`src/rtl/core/rsms_pkg.sv`:
```
// ----------------------------------------------------------------------------
// rsms_pkg
// Shared types and constants of the rotary stage move sequencer.
// ----------------------------------------------------------------------------
`default_nettype none

package rsms_pkg;

    // Angle handling. The target wrap in the front reduces values that lie
    // within two turns of the range, which covers the 13-bit input range.
    localparam int STEPS_PER_TURN = 2880;
    localparam int HALF_TURN      = STEPS_PER_TURN / 2;
    localparam int POS_W          = 12;

    // Command codes.
    localparam logic [2:0] CMD_GOTO      = 3'd0;
    localparam logic [2:0] CMD_MOVE_REL  = 3'd1;
    localparam logic [2:0] CMD_RESET     = 3'd2;
    localparam logic [2:0] CMD_SET_ZERO  = 3'd3;
    localparam logic [2:0] CMD_SET_BL    = 3'd4;

    // Last motor direction.
    localparam logic [1:0] DIR_NONE = 2'd0;
    localparam logic [1:0] DIR_UP   = 2'd1;
    localparam logic [1:0] DIR_DOWN = 2'd2;

    // Controller bytes and port 1 control lines.
    localparam logic [7:0] BYTE_CMD_RESET  = 8'h19;
    localparam logic [7:0] BYTE_CMD_COUNT  = 8'h1A;
    localparam logic [7:0] BYTE_CMD_STORE  = 8'h1B;
    localparam logic [7:0] BYTE_CMD_DOWN   = 8'h1C;
    localparam logic [7:0] BYTE_CMD_UP     = 8'h1D;
    localparam logic [7:0] BYTE_STORE_DATA = 8'h07;
    localparam logic [7:0] BYTE_ALL_ONES   = 8'hFF;
    localparam logic [7:0] NIBBLE_ONES     = 8'h0F;
    localparam logic [7:0] LINE_LATCH      = 8'h10;
    localparam logic [7:0] LINE_DATA       = 8'h20;
    localparam logic [7:0] LINE_STROBE     = 8'h80;

    localparam logic [7:0] BACKLASH_RESET  = 8'd96;

    // Beats per sequence.
    localparam int MOVE_BEATS  = 23;
    localparam int RESET_BEATS = 9;
    localparam int STEP_W      = $clog2(MOVE_BEATS);

    // Command queue between front and back.
    localparam int Q_DEPTH = 2;
    localparam int QPTR_W  = (Q_DEPTH > 1) ? $clog2(Q_DEPTH) : 1;
    localparam int QCNT_W  = $clog2(Q_DEPTH + 1);

    // One planned command: optional double reset sequence, then up to two
    // moves. When there are two moves the first goes down, the second up.
    typedef struct packed {
        logic             rst;
        logic [1:0]       nmov;
        logic             m0_up;
        logic [POS_W-1:0] m0_cnt;
        logic [POS_W-1:0] m1_cnt;
        logic [POS_W-1:0] position;
        logic             bl_on;
    } rsms_plan_t;

    typedef struct packed {
        logic             kind;
        logic             port;
        logic [7:0]       value;
        logic             hold;
        logic [POS_W-1:0] wait_steps;
        logic [POS_W-1:0] position;
        logic             backlash_on;
        logic             last;
    } rsms_beat_t;

endpackage

`default_nettype wire

```
`src/rtl/core/rsms_if.sv`:
```
// ----------------------------------------------------------------------------
// rsms channel interfaces
// Command, result and configuration channels with valid/ready handshake.
// ----------------------------------------------------------------------------
`default_nettype none

interface rsms_req_if;
    logic               valid;
    logic               ready;
    logic [2:0]         cmd;
    logic signed [12:0] position_value;
    logic               enable;

    modport source (output valid, cmd, position_value, enable, input ready);
    modport sink   (input valid, cmd, position_value, enable, output ready);
endinterface

interface rsms_rsp_if;
    logic        valid;
    logic        ready;
    logic        kind;
    logic        port;
    logic [7:0]  value;
    logic        hold;
    logic [11:0] wait_steps;
    logic [11:0] position;
    logic        backlash_on;
    logic        last;

    modport source (output valid, kind, port, value, hold, wait_steps, position,
                    backlash_on, last, input ready);
    modport sink   (input valid, kind, port, value, hold, wait_steps, position,
                    backlash_on, last, output ready);
endinterface

interface rsms_cfg_if;
    logic       valid;
    logic       ready;
    logic [7:0] data;

    modport source (output valid, data, input ready);
    modport sink   (input valid, data, output ready);
endinterface

`default_nettype wire

```
`src/rtl/core/rotary_stage_move_sequencer_unit.sv`:
```
// ----------------------------------------------------------------------------
// rotary_stage_move_sequencer_unit
// Plans rotary stage moves and emits the motor controller port writes.
// ----------------------------------------------------------------------------
// Usage:
// The req channel takes one command per beat (go to, move relative, reset,
// set zero, backlash correction on/off). Each command yields a run of beats
// on the rsp channel, one per port write, with last set on the final beat.
// A command that moves nothing yields a single status beat with kind low.
// Beat counts: status 1, single move 23, move with correction 46, correction
// switch-on 46, reset 18 or 64 with correction enabled.
// The cfg channel loads the backlash overshoot; it is always ready and must
// only be written while no command is in flight.
// An accepted command passes to its first result beat through the planning
// register, the two-entry command queue and the output register.
// The back end emits one beat per cycle while rsp is not stalled, and a
// command holds it until its last beat is out; the front accepts one command
// per cycle as long as the queue has room.
// Reset clears position, correction and direction state and the port 1
// shadow, and loads the overshoot with 96 steps. When rsp is stalled the
// output register holds its beat and the queue fills before req drops ready.
// ----------------------------------------------------------------------------
`default_nettype none

module rotary_stage_move_sequencer_unit import rsms_pkg::*; (
    input  wire logic clk,
    input  wire logic rst_n,
    rsms_req_if.sink  req,
    rsms_rsp_if.source rsp,
    rsms_cfg_if.sink  cfg
);

    logic [7:0] backlash_reg, backlash_next;

    rsms_plan_t front_plan, queue_plan;
    logic       front_valid, front_ready;
    logic       queue_valid, queue_ready;

    // The overshoot register is written directly from the configuration
    // channel, which never stalls.
    assign cfg.ready     = 1'b1;
    assign backlash_next = (cfg.valid) ? cfg.data : backlash_reg;

    always_ff @(posedge clk or negedge rst_n)
    begin
        if (!rst_n)
        begin
            backlash_reg <= BACKLASH_RESET;
        end
        else
        begin
            backlash_reg <= backlash_next;
        end
    end

    // Front: accepts commands, keeps the position and correction state, and
    // reduces each command to a plan of reset sequences and moves.
    rsms_front u_front (
        .clk            (clk),
        .rst_n          (rst_n),
        .req            (req),
        .backlash_steps (backlash_reg),
        .plan           (front_plan),
        .plan_valid     (front_valid),
        .plan_ready     (front_ready)
    );

    // Queue: lets the front keep planning while the back works off a long
    // sequence.
    rsms_queue u_queue (
        .clk       (clk),
        .rst_n     (rst_n),
        .in_plan   (front_plan),
        .in_valid  (front_valid),
        .in_ready  (front_ready),
        .out_plan  (queue_plan),
        .out_valid (queue_valid),
        .out_ready (queue_ready)
    );

    // Back: walks the plan and emits one port write per beat.
    rsms_back u_back (
        .clk        (clk),
        .rst_n      (rst_n),
        .plan       (queue_plan),
        .plan_valid (queue_valid),
        .plan_ready (queue_ready),
        .rsp        (rsp)
    );

endmodule

`default_nettype wire

```
`src/rtl/core/rsms_front.sv`:
```
// ----------------------------------------------------------------------------
// rsms_front
// Accepts commands, tracks position and correction state, and plans moves.
// ----------------------------------------------------------------------------
`default_nettype none

module rsms_front import rsms_pkg::*; (
    input  wire logic       clk,
    input  wire logic       rst_n,
    rsms_req_if.sink        req,
    input  wire logic [7:0] backlash_steps,
    output rsms_plan_t      plan,
    output logic            plan_valid,
    input  wire logic       plan_ready
);

    localparam logic signed [14:0] TURN15 = 15'(STEPS_PER_TURN);
    localparam logic signed [13:0] TURN14 = 14'(STEPS_PER_TURN);
    localparam logic signed [13:0] HALF14 = 14'(HALF_TURN);

    // Architectural state; position and correction update on accept, direction as a plan leaves.
    logic [POS_W-1:0] cur_pos_reg, cur_pos_next;
    logic             bl_en_reg, bl_en_next;
    logic [1:0]       last_dir_reg, last_dir_next;

    // Planning stage.
    logic             b_valid_reg, b_valid_next;
    logic [2:0]       b_cmd_reg, b_cmd_next;
    logic [POS_W-1:0] b_target_reg, b_target_next;
    logic [POS_W-1:0] b_old_pos_reg, b_old_pos_next;
    logic             b_old_bl_reg, b_old_bl_next;
    logic             b_en_reg, b_en_next;

    logic               accept;
    logic               b_adv;
    logic signed [14:0] sum;
    logic signed [14:0] c_p1, c_p2, c_m1, c_m2, wrapped;
    logic [POS_W-1:0]   target;

    logic signed [13:0] diff, dn, dn_neg, pos_bl, lim, bl_ext, far_cnt;
    rsms_plan_t         plan_w;

    assign b_adv     = b_valid_reg && plan_ready;
    assign req.ready = !b_valid_reg || plan_ready;
    assign accept    = req.valid && req.ready;

    // Wrap of the requested target into one turn. All candidates are formed
    // in parallel and the one that lands in range is picked.
    always_comb
    begin
        sum = {{2{req.position_value[12]}}, req.position_value};
        if (req.cmd == CMD_MOVE_REL)
        begin
            sum = sum + {3'b000, cur_pos_reg};
        end
        c_p1 = sum + TURN15;
        c_p2 = sum + (TURN15 <<< 1);
        c_m1 = sum - TURN15;
        c_m2 = sum - (TURN15 <<< 1);
        if (sum < 0)
        begin
            wrapped = (c_p1 >= 0) ? c_p1 : c_p2;
        end
        else if (sum < TURN15)
        begin
            wrapped = sum;
        end
        else
        begin
            wrapped = (c_m1 < TURN15) ? c_m1 : c_m2;
        end
        target = wrapped[POS_W-1:0];
    end

    always_comb
    begin
        cur_pos_next   = cur_pos_reg;
        bl_en_next     = bl_en_reg;
        b_valid_next   = b_valid_reg;
        b_cmd_next     = b_cmd_reg;
        b_target_next  = b_target_reg;
        b_old_pos_next = b_old_pos_reg;
        b_old_bl_next  = b_old_bl_reg;
        b_en_next      = b_en_reg;
        if (b_adv)
        begin
            b_valid_next = 1'b0;
        end
        if (accept)
        begin
            b_valid_next   = 1'b1;
            b_cmd_next     = req.cmd;
            b_target_next  = target;
            b_old_pos_next = cur_pos_reg;
            b_old_bl_next  = bl_en_reg;
            b_en_next      = req.enable;
            case (req.cmd)
                CMD_GOTO, CMD_MOVE_REL: cur_pos_next = target;
                CMD_RESET, CMD_SET_ZERO: cur_pos_next = '0;
                CMD_SET_BL: bl_en_next = req.enable;
                default: ;
            endcase
        end
    end

    // Move planning for the command held in the planning stage.
    always_comb
    begin
        diff    = {2'b00, b_target_reg} - {2'b00, b_old_pos_reg};
        bl_ext  = {6'd0, backlash_steps};
        dn      = diff;
        if (diff < -HALF14)
        begin
            dn = diff + TURN14;
        end
        else if (diff > HALF14)
        begin
            dn = diff - TURN14;
        end
        dn_neg  = -dn;
        pos_bl  = (diff < 0) ? diff + TURN14 : diff;
        lim     = HALF14 + (bl_ext <<< 1);
        far_cnt = TURN14 - pos_bl + bl_ext;

        plan_w          = '0;
        plan_w.bl_on    = bl_en_reg;
        plan_w.position = cur_pos_reg;
        case (b_cmd_reg)
            CMD_GOTO, CMD_MOVE_REL:
            begin
                if (diff != 0)
                begin
                    if (!b_old_bl_reg)
                    begin
                        plan_w.nmov   = 2'd1;
                        plan_w.m0_up  = (dn > 0);
                        plan_w.m0_cnt = (dn > 0) ? dn[POS_W-1:0] : dn_neg[POS_W-1:0];
                    end
                    else if (pos_bl <= lim)
                    begin
                        plan_w.nmov   = 2'd1;
                        plan_w.m0_up  = 1'b1;
                        plan_w.m0_cnt = pos_bl[POS_W-1:0];
                    end
                    else
                    begin
                        // Go down past the target, then take up the backlash.
                        plan_w.nmov   = 2'd2;
                        plan_w.m0_cnt = far_cnt[POS_W-1:0];
                        plan_w.m1_cnt = bl_ext[POS_W-1:0];
                    end
                end
            end
            CMD_RESET:
            begin
                plan_w.rst = 1'b1;
                if (b_old_bl_reg)
                begin
                    plan_w.nmov   = 2'd2;
                    plan_w.m0_cnt = bl_ext[POS_W-1:0];
                    plan_w.m1_cnt = bl_ext[POS_W-1:0];
                end
            end
            CMD_SET_BL:
            begin
                if (b_en_reg && !b_old_bl_reg && last_dir_reg != DIR_UP)
                begin
                    plan_w.nmov   = 2'd2;
                    plan_w.m0_cnt = bl_ext[POS_W-1:0];
                    plan_w.m1_cnt = bl_ext[POS_W-1:0];
                end
            end
            default: ;
        endcase

        // The position and setting reported are those after this command,
        // which the state registers already hold.
        plan_w.position = b_target_reg;
        if (b_cmd_reg != CMD_GOTO && b_cmd_reg != CMD_MOVE_REL)
        begin
            plan_w.position = (b_cmd_reg == CMD_RESET || b_cmd_reg == CMD_SET_ZERO)
                              ? '0 : b_old_pos_reg;
        end
        plan_w.bl_on = (b_cmd_reg == CMD_SET_BL) ? b_en_reg : b_old_bl_reg;

        last_dir_next = last_dir_reg;
        if (b_adv)
        begin
            if (plan_w.nmov == 2'd2)
            begin
                last_dir_next = DIR_UP;
            end
            else if (plan_w.nmov == 2'd1)
            begin
                last_dir_next = plan_w.m0_up ? DIR_UP : DIR_DOWN;
            end
        end
    end

    assign plan       = plan_w;
    assign plan_valid = b_valid_reg;

    always_ff @(posedge clk or negedge rst_n)
    begin
        if (!rst_n)
        begin
            cur_pos_reg  <= '0;
            bl_en_reg    <= 1'b0;
            last_dir_reg <= DIR_NONE;
            b_valid_reg  <= 1'b0;
        end
        else
        begin
            cur_pos_reg  <= cur_pos_next;
            bl_en_reg    <= bl_en_next;
            last_dir_reg <= last_dir_next;
            b_valid_reg  <= b_valid_next;
        end
    end

    always_ff @(posedge clk)
    begin
        b_cmd_reg     <= b_cmd_next;
        b_target_reg  <= b_target_next;
        b_old_pos_reg <= b_old_pos_next;
        b_old_bl_reg  <= b_old_bl_next;
        b_en_reg      <= b_en_next;
    end

endmodule

`default_nettype wire

```
`src/rtl/core/rsms_queue.sv`:
```
// ----------------------------------------------------------------------------
// rsms_queue
// Short FIFO of planned commands between the front and the back.
// ----------------------------------------------------------------------------
`default_nettype none

module rsms_queue import rsms_pkg::*; (
    input  wire logic       clk,
    input  wire logic       rst_n,
    input  wire rsms_plan_t in_plan,
    input  wire logic       in_valid,
    output logic            in_ready,
    output rsms_plan_t      out_plan,
    output logic            out_valid,
    input  wire logic       out_ready
);

    rsms_plan_t        entry_reg [Q_DEPTH];
    logic [QPTR_W-1:0] wr_ptr_reg, wr_ptr_next;
    logic [QPTR_W-1:0] rd_ptr_reg, rd_ptr_next;
    logic [QCNT_W-1:0] cnt_reg, cnt_next;
    logic              push, pop;

    assign in_ready  = (cnt_reg != QCNT_W'(Q_DEPTH));
    assign out_valid = (cnt_reg != '0);
    assign out_plan  = entry_reg[rd_ptr_reg];
    assign push      = in_valid && in_ready;
    assign pop       = out_valid && out_ready;

    always_comb
    begin
        wr_ptr_next = wr_ptr_reg;
        rd_ptr_next = rd_ptr_reg;
        cnt_next    = cnt_reg;
        if (push)
        begin
            wr_ptr_next = (wr_ptr_reg == QPTR_W'(Q_DEPTH - 1)) ? '0 : wr_ptr_reg + 1'b1;
        end
        if (pop)
        begin
            rd_ptr_next = (rd_ptr_reg == QPTR_W'(Q_DEPTH - 1)) ? '0 : rd_ptr_reg + 1'b1;
        end
        if (push && !pop)
        begin
            cnt_next = cnt_reg + 1'b1;
        end
        else if (pop && !push)
        begin
            cnt_next = cnt_reg - 1'b1;
        end
    end

    always_ff @(posedge clk or negedge rst_n)
    begin
        if (!rst_n)
        begin
            wr_ptr_reg <= '0;
            rd_ptr_reg <= '0;
            cnt_reg    <= '0;
        end
        else
        begin
            wr_ptr_reg <= wr_ptr_next;
            rd_ptr_reg <= rd_ptr_next;
            cnt_reg    <= cnt_next;
        end
    end

    always_ff @(posedge clk)
    begin
        if (push)
        begin
            entry_reg[wr_ptr_reg] <= in_plan;
        end
    end

endmodule

`default_nettype wire

```
`src/rtl/core/rsms_back.sv`:
```
// ----------------------------------------------------------------------------
// rsms_back
// Turns planned commands into port-write beats, one beat per cycle while rsp is not stalled.
// ----------------------------------------------------------------------------
`default_nettype none

module rsms_back import rsms_pkg::*; (
    input  wire logic       clk,
    input  wire logic       rst_n,
    input  wire rsms_plan_t plan,
    input  wire logic       plan_valid,
    output logic            plan_ready,
    rsms_rsp_if.source      rsp
);

    localparam logic [2:0] SEG_RST_A = 3'd0;
    localparam logic [2:0] SEG_RST_B = 3'd1;
    localparam logic [2:0] SEG_MV0   = 3'd2;
    localparam logic [2:0] SEG_MV1   = 3'd3;
    localparam logic [2:0] SEG_STAT  = 3'd4;

    logic [2:0]        seg_reg, seg_next;
    logic [STEP_W-1:0] step_reg, step_next;
    logic              started_reg, started_next;
    logic [7:0]        shadow_reg, shadow_next;
    logic              out_valid_reg, out_valid_next;
    rsms_beat_t        out_beat_reg, out_beat_next;

    logic [2:0]        seg, first_seg, nxt_seg;
    logic [STEP_W-1:0] step, last_step;
    logic              has_next, at_end, final_beat, fire, out_free;
    logic              mv_up;
    logic [POS_W-1:0]  mv_cnt, inv;
    logic              set_shadow;
    rsms_beat_t        beat;

    assign out_free = !out_valid_reg || rsp.ready;
    assign fire     = plan_valid && out_free;

    always_comb
    begin
        if (plan.rst)
        begin
            first_seg = SEG_RST_A;
        end
        else if (plan.nmov != 2'd0)
        begin
            first_seg = SEG_MV0;
        end
        else
        begin
            first_seg = SEG_STAT;
        end
        seg  = started_reg ? seg_reg : first_seg;
        step = started_reg ? step_reg : '0;

        case (seg)
            SEG_RST_A, SEG_RST_B: last_step = STEP_W'(RESET_BEATS - 1);
            SEG_MV0, SEG_MV1:     last_step = STEP_W'(MOVE_BEATS - 1);
            default:              last_step = '0;
        endcase

        has_next = 1'b0;
        nxt_seg  = SEG_STAT;
        case (seg)
            SEG_RST_A:
            begin
                has_next = 1'b1;
                nxt_seg  = SEG_RST_B;
            end
            SEG_RST_B:
            begin
                has_next = (plan.nmov != 2'd0);
                nxt_seg  = SEG_MV0;
            end
            SEG_MV0:
            begin
                has_next = (plan.nmov == 2'd2);
                nxt_seg  = SEG_MV1;
            end
            default: ;
        endcase

        at_end     = (step == last_step);
        final_beat = at_end && !has_next;
        plan_ready = fire && final_beat;
    end

    // Beat table. Pulses set a control line on top of the port 1 shadow and
    // then drop it again; a few beats load the shadow itself.
    always_comb
    begin
        mv_up  = (seg == SEG_MV1) ? 1'b1 : plan.m0_up;
        mv_cnt = (seg == SEG_MV1) ? plan.m1_cnt : plan.m0_cnt;
        inv    = ~mv_cnt;

        beat             = '0;
        beat.kind        = 1'b1;
        beat.port        = 1'b1;
        beat.value       = shadow_reg;
        beat.position    = plan.position;
        beat.backlash_on = plan.bl_on;
        beat.last        = final_beat;
        set_shadow       = 1'b0;

        if (seg == SEG_STAT)
        begin
            beat.kind  = 1'b0;
            beat.port  = 1'b0;
            beat.value = '0;
        end
        else if (seg == SEG_RST_A || seg == SEG_RST_B)
        begin
            case (step)
                STEP_W'(0):
                begin
                    beat.port  = 1'b0;
                    beat.value = BYTE_CMD_RESET;
                end
                STEP_W'(1):
                begin
                    beat.value = shadow_reg | LINE_LATCH;
                    beat.hold  = 1'b1;
                end
                STEP_W'(3):
                begin
                    beat.port  = 1'b0;
                    beat.value = BYTE_ALL_ONES;
                end
                STEP_W'(4):
                begin
                    beat.value = NIBBLE_ONES;
                    set_shadow = 1'b1;
                end
                STEP_W'(5):
                begin
                    beat.value = shadow_reg | LINE_DATA;
                    beat.hold  = 1'b1;
                end
                STEP_W'(7):
                begin
                    beat.value = shadow_reg | LINE_STROBE;
                    beat.hold  = 1'b1;
                end
                STEP_W'(8): beat.wait_steps = POS_W'(STEPS_PER_TURN);
                default: ;
            endcase
        end
        else
        begin
            case (step)
                STEP_W'(0):
                begin
                    beat.port  = 1'b0;
                    beat.value = BYTE_CMD_COUNT;
                end
                STEP_W'(3):
                begin
                    beat.port  = 1'b0;
                    beat.value = inv[7:0];
                end
                STEP_W'(4):
                begin
                    beat.value = {4'b0000, inv[POS_W-1:8]};
                    set_shadow = 1'b1;
                end
                STEP_W'(9):
                begin
                    beat.port  = 1'b0;
                    beat.value = BYTE_CMD_STORE;
                end
                STEP_W'(12):
                begin
                    beat.port  = 1'b0;
                    beat.value = BYTE_STORE_DATA;
                end
                STEP_W'(13):
                begin
                    beat.value = '0;
                    set_shadow = 1'b1;
                end
                STEP_W'(18):
                begin
                    beat.port  = 1'b0;
                    beat.value = mv_up ? BYTE_CMD_UP : BYTE_CMD_DOWN;
                end
                STEP_W'(1), STEP_W'(10), STEP_W'(19):
                begin
                    beat.value = shadow_reg | LINE_LATCH;
                    beat.hold  = 1'b1;
                end
                STEP_W'(5), STEP_W'(14):
                begin
                    beat.value = shadow_reg | LINE_DATA;
                    beat.hold  = 1'b1;
                end
                STEP_W'(7), STEP_W'(16), STEP_W'(21):
                begin
                    beat.value = shadow_reg | LINE_STROBE;
                    beat.hold  = 1'b1;
                end
                STEP_W'(22): beat.wait_steps = mv_cnt;
                default: ;
            endcase
        end
    end

    always_comb
    begin
        seg_next       = seg_reg;
        step_next      = step_reg;
        started_next   = started_reg;
        shadow_next    = shadow_reg;
        out_valid_next = out_valid_reg;
        out_beat_next  = out_beat_reg;
        if (fire)
        begin
            if (set_shadow)
            begin
                shadow_next = beat.value;
            end
            if (!at_end)
            begin
                seg_next     = seg;
                step_next    = step + 1'b1;
                started_next = 1'b1;
            end
            else if (has_next)
            begin
                seg_next     = nxt_seg;
                step_next    = '0;
                started_next = 1'b1;
            end
            else
            begin
                started_next = 1'b0;
            end
        end
        if (out_free)
        begin
            out_valid_next = fire;
            out_beat_next  = beat;
        end
    end

    always_ff @(posedge clk or negedge rst_n)
    begin
        if (!rst_n)
        begin
            seg_reg       <= SEG_STAT;
            step_reg      <= '0;
            started_reg   <= 1'b0;
            shadow_reg    <= '0;
            out_valid_reg <= 1'b0;
        end
        else
        begin
            seg_reg       <= seg_next;
            step_reg      <= step_next;
            started_reg   <= started_next;
            shadow_reg    <= shadow_next;
            out_valid_reg <= out_valid_next;
        end
    end

    always_ff @(posedge clk)
    begin
        out_beat_reg <= out_beat_next;
    end

    assign rsp.valid       = out_valid_reg;
    assign rsp.kind        = out_beat_reg.kind;
    assign rsp.port        = out_beat_reg.port;
    assign rsp.value       = out_beat_reg.value;
    assign rsp.hold        = out_beat_reg.hold;
    assign rsp.wait_steps  = out_beat_reg.wait_steps;
    assign rsp.position    = out_beat_reg.position;
    assign rsp.backlash_on = out_beat_reg.backlash_on;
    assign rsp.last        = out_beat_reg.last;

endmodule

`default_nettype wire

```
`src/flat_wrapper.sv`:
```
// flat-port wrapper written by rule: the top's interface ports become plain ports
module rotary_stage_move_sequencer_unit_flat import rsms_pkg::*;
  (clk, rst_n, req_valid, req_cmd, req_position_value, req_enable, req_ready, rsp_valid, rsp_kind, rsp_port, rsp_value, rsp_hold, rsp_wait_steps, rsp_position, rsp_backlash_on, rsp_last, rsp_ready, cfg_valid, cfg_data, cfg_ready);
  rsms_req_if req_i ();
  rsms_rsp_if rsp_i ();
  rsms_cfg_if cfg_i ();
  input  wire logic clk;
  input  wire logic rst_n;
  input wire logic [$bits(req_i.valid)-1:0] req_valid;
  input wire logic [$bits(req_i.cmd)-1:0] req_cmd;
  input wire logic [$bits(req_i.position_value)-1:0] req_position_value;
  input wire logic [$bits(req_i.enable)-1:0] req_enable;
  output wire logic [$bits(req_i.ready)-1:0] req_ready;
  output wire logic [$bits(rsp_i.valid)-1:0] rsp_valid;
  output wire logic [$bits(rsp_i.kind)-1:0] rsp_kind;
  output wire logic [$bits(rsp_i.port)-1:0] rsp_port;
  output wire logic [$bits(rsp_i.value)-1:0] rsp_value;
  output wire logic [$bits(rsp_i.hold)-1:0] rsp_hold;
  output wire logic [$bits(rsp_i.wait_steps)-1:0] rsp_wait_steps;
  output wire logic [$bits(rsp_i.position)-1:0] rsp_position;
  output wire logic [$bits(rsp_i.backlash_on)-1:0] rsp_backlash_on;
  output wire logic [$bits(rsp_i.last)-1:0] rsp_last;
  input wire logic [$bits(rsp_i.ready)-1:0] rsp_ready;
  input wire logic [$bits(cfg_i.valid)-1:0] cfg_valid;
  input wire logic [$bits(cfg_i.data)-1:0] cfg_data;
  output wire logic [$bits(cfg_i.ready)-1:0] cfg_ready;
  assign req_i.valid = req_valid;
  assign req_i.cmd = req_cmd;
  assign req_i.position_value = req_position_value;
  assign req_i.enable = req_enable;
  assign req_ready = req_i.ready;
  assign rsp_valid = rsp_i.valid;
  assign rsp_kind = rsp_i.kind;
  assign rsp_port = rsp_i.port;
  assign rsp_value = rsp_i.value;
  assign rsp_hold = rsp_i.hold;
  assign rsp_wait_steps = rsp_i.wait_steps;
  assign rsp_position = rsp_i.position;
  assign rsp_backlash_on = rsp_i.backlash_on;
  assign rsp_last = rsp_i.last;
  assign rsp_i.ready = rsp_ready;
  assign cfg_i.valid = cfg_valid;
  assign cfg_i.data = cfg_data;
  assign cfg_ready = cfg_i.ready;
  rotary_stage_move_sequencer_unit u_core (.clk(clk), .rst_n(rst_n), .req(req_i), .rsp(rsp_i), .cfg(cfg_i));
endmodule
```
`config.mk`:
```
export PLATFORM = sky130hd
export DESIGN_NAME = rotary_stage_move_sequencer_unit_flat
export DESIGN_NICKNAME = d
export VERILOG_FILES = /design/src/rtl/core/rsms_pkg.sv /design/src/rtl/core/rsms_if.sv /design/src/rtl/core/rotary_stage_move_sequencer_unit.sv /design/src/rtl/core/rsms_front.sv /design/src/rtl/core/rsms_queue.sv /design/src/rtl/core/rsms_back.sv /design/src/flat_wrapper.sv
export SDC_FILE = /design/constraint.sdc
export NUM_CORES = 1
export LEC_CHECK = 0
export BUFFER_PORTS_ARGS = -buffer_cell sky130_fd_sc_hd__buf_2
export CAP_MARGIN = 20
export CORE_MARGIN = 1.5
export CORE_UTILIZATION = 45
export DETAILED_ROUTE_END_ITERATION = 10
export HOLD_SLACK_MARGIN = 0.05
export PLACE_DENSITY = 0.76
export SKIP_LAST_GASP = 1
export SLEW_MARGIN = 10
export SYNTH_ARGS = -nofsm -noshare
export SYNTH_HDL_FRONTEND = slang
export SYNTH_SLANG_ARGS = --single-unit
```
`constraint.sdc`:
```
create_clock -name clk -period 5.2 [get_ports clk]
set_input_delay 0.78 -clock clk [delete_from_list [all_inputs] [get_ports clk]]
set_output_delay 0.78 -clock clk [all_outputs]
set_load 0.05 [all_outputs]
```
==> results.cfg <==
[route]
wirelength_um = 28000
drtIter0Drc = 980
ant_nets = 0
drc_errors = 0
dr_total_vias = 9341
routed_via_density = 5.93
wl_per_cell_um = 17.8
first_pass_iters = 8

[placed_design]
dp_hpwl_um = 21200
post-place-cells = 1537
portBuffers = 68
gp_congestion = 0.951
dp_slack_ns = 0.0303
dpl_cell_area_um2 = 12700

[synthesis]
synth_seq_cells = 186
avgSynthCellArea_um2 = 10.3
synthDistinctLibCells = 102
synthArstFlopShare_pct = 24.7
synth.net_count = 1247
synth_area_leader_cell = edfxtp_1
netlist_area_um2 = 11800
ys_seq_area_share_pct = 45.4
yosysWarnings = 0
synth_area_leaders = edfxtp_1 36%, dfrtp_1 9.1%, ha_1 7.5%, nand2_1 3.9%, nor2_1 2.7%
synth-edff-count = 140
synth_top_area_share_pct = 35.6
synth-main-ff-cell = edfxtp_1
synth_cells = 1143

[setup_path]
crit_required_ns = 5.51
rr_worst_depth = 24
endpoint_kind = register
path_class = reg -> reg
critPathMaxFanout = 5
cp-start-kind = register
critPathArrivalTime_ns = 5.26
r2r_start = u_core.u_front.b_target_reg[0]
regToRegSetupSlack_ns = 0.26
r2r-end = u_core.u_front.last_dir_reg[1]

[sta]
setup_violations = 0
slew_headroom_pct = 29.7
slew_violations = 0
fmax_ghz = 0.202
clock_skew_ns = 0.0136
hold_violations = 0
tightest_slew_ns = 1.05
finalCriticalPeriod_ns = 4.94
finalCritPeriodShare_pct = 95.1
fin_ws_ns = 0.257

[cells_and_area]
multi_input_area_um2 = 6040
fin_area_um2 = 13400
layout_commonest_cell = edfxtp_1
fin_nets = 1332
drive_above_1_share_pct = 17.8
n_antenna_cell = 0
largest_reg_flops = 74
fillers = 2286
finish.utilization_pct = 51.6
ff_latch_area_um2 = 5360
stdcell_count = 1576
final_cell_mix = 140 x edfxtp_1, 122 x nand2_1, 84 x nor2_1
area_growth_pct = 13.2

[run]
drv_cap = 0

[grt]
antenna_found_initial = 0
grt_pass1_vias = 8734
grt-ovfl-total = 0
grt_usage_pct = 20.7
grt_pass1_wl_um = 44500
grt_max_degree = 47

[floorplanning]
ios = 70
fp.dieH_um = 165
fp.dieW_um = 165
rows = 59
core_um2 = 25900
dieArea_um2 = 27200
start_util_pct = 45.6

[cts]
numCtsBuffers = 17
cts.sinks = 186
clockBufferDepth = 2
tritoncts = built
worstSkewPairLatency_ns = 0.43
cts-root-buf = clkbuf_16
cts_max_level = 4
path_clk_slew_ns = 0.07

[outcome]
outcome = completed

[worst_hold_path]
worstHoldPathType = in -> async
synth_stat cells, types with 17 or more instances:
cell        n
a211oi_1   17
a21o_1     22
a21oi_1    60
a22o_1     30
and2_1     18
clkbuf_1   38
dfrtp_1    43
edfxtp_1  140
ha_1       71
inv_1      63
mux2_2     22
nand2_1   122
nand3_1    18
nor2_1     86
nor3_1     20
o21ai_0    58
xnor2_1    28
kinds of logic (layout without fill, tap and decap cells):
group	after synthesis	in the layout	synth area share, %
other	1	1	0.0318
buffers and inverters	115	213	3.82
multiplexers	46	46	4.98
flip-flops	186	186	45.4
XOR/XNOR	42	42	3.47
adder cells (fa/ha/maj)	74	74	8.03
AO/OA/AOI/OAI	329	329	20.2
AND/OR/NAND/NOR	350	350	14.1
layout make-up:
type / count / share of cell area [%]
timing repair buffer: 112 / 5.26
clock inverter: 15 / 1.15
tap: 335 / 3.14
clock buffer: 17 / 3.18
multi-input combinational: 842 / 45.2
sequential: 186 / 40.1
inverter: 69 / 1.95
per-layer routing:
layer  vias to the layer above  GRT usage [%]  routed length [µm]
met2                       306           35.2               13900
met3                        57           2.49                1320
li1                       4464              -                   -
met5                         -              0                   0
met4                         0           8.64                 940
met1                      4514           26.7               11900
worst max path at each step:
stage	startpoint	endpoint	slack (ns)
global route	u_core.u_front.b_target_reg[0]	u_core.u_front.last_dir_reg[1]	-0.002
global placement	u_core.u_front.b_target_reg[0]	u_core.u_front.last_dir_reg[1]	0.14
finish	u_core.u_front.b_target_reg[0]	u_core.u_front.last_dir_reg[1]	0.26
detailed placement	u_core.u_front.b_target_reg[0]	u_core.u_front.last_dir_reg[0]	0.03
CTS	u_core.u_front.b_target_reg[0]	u_core.u_front.last_dir_reg[0]	0.007
floorplan	u_core.u_front.b_target_reg[0]	u_core.u_front.last_dir_reg[1]	0.03
worst max-delay path, cell delays in order (launching register included):
cell and delay (ns):
edfxtp_1 0.40, inv_2 0.07, ha_2 0.16, inv_1 0.05
fa_2 0.35, a21o_1 0.21, a221oi_4 0.30, buf_12 0.16
xnor2_2 0.12, buf_4 0.17, inv_2 0.05, o211ai_1 0.26
xnor2_1 0.18, inv_1 0.12, ha_4 0.29, nand4_1 0.10
or3_1 0.33, a31o_2 0.27, o21ai_2 0.14, nor2_1 0.08
a21oi_2 0.16, inv_2 0.07, ha_1 0.30, or2_4 0.27
a22o_1 0.23
stage by stage:
step | hold slack [ns] | setup TNS [ns]
final | 0.459 | 0
after global routing | 0.468 | -0.00212
after CTS | 0.465 | 0
after detailed placement | 0.449 | 0
after global placement | 0.429 | 0
after floorplan | 0.421 | 0
timing repair:
item | CTS | global route
setup endpoints to repair | 0 | 12
hold buffers | 0 | 0
resized for setup | 0 | 10
setup buffers | 0 | 6
Power is left out: the tool's default activity adds up to more than one toggle a clock period on the data nets, which glitch-free logic cannot reach.
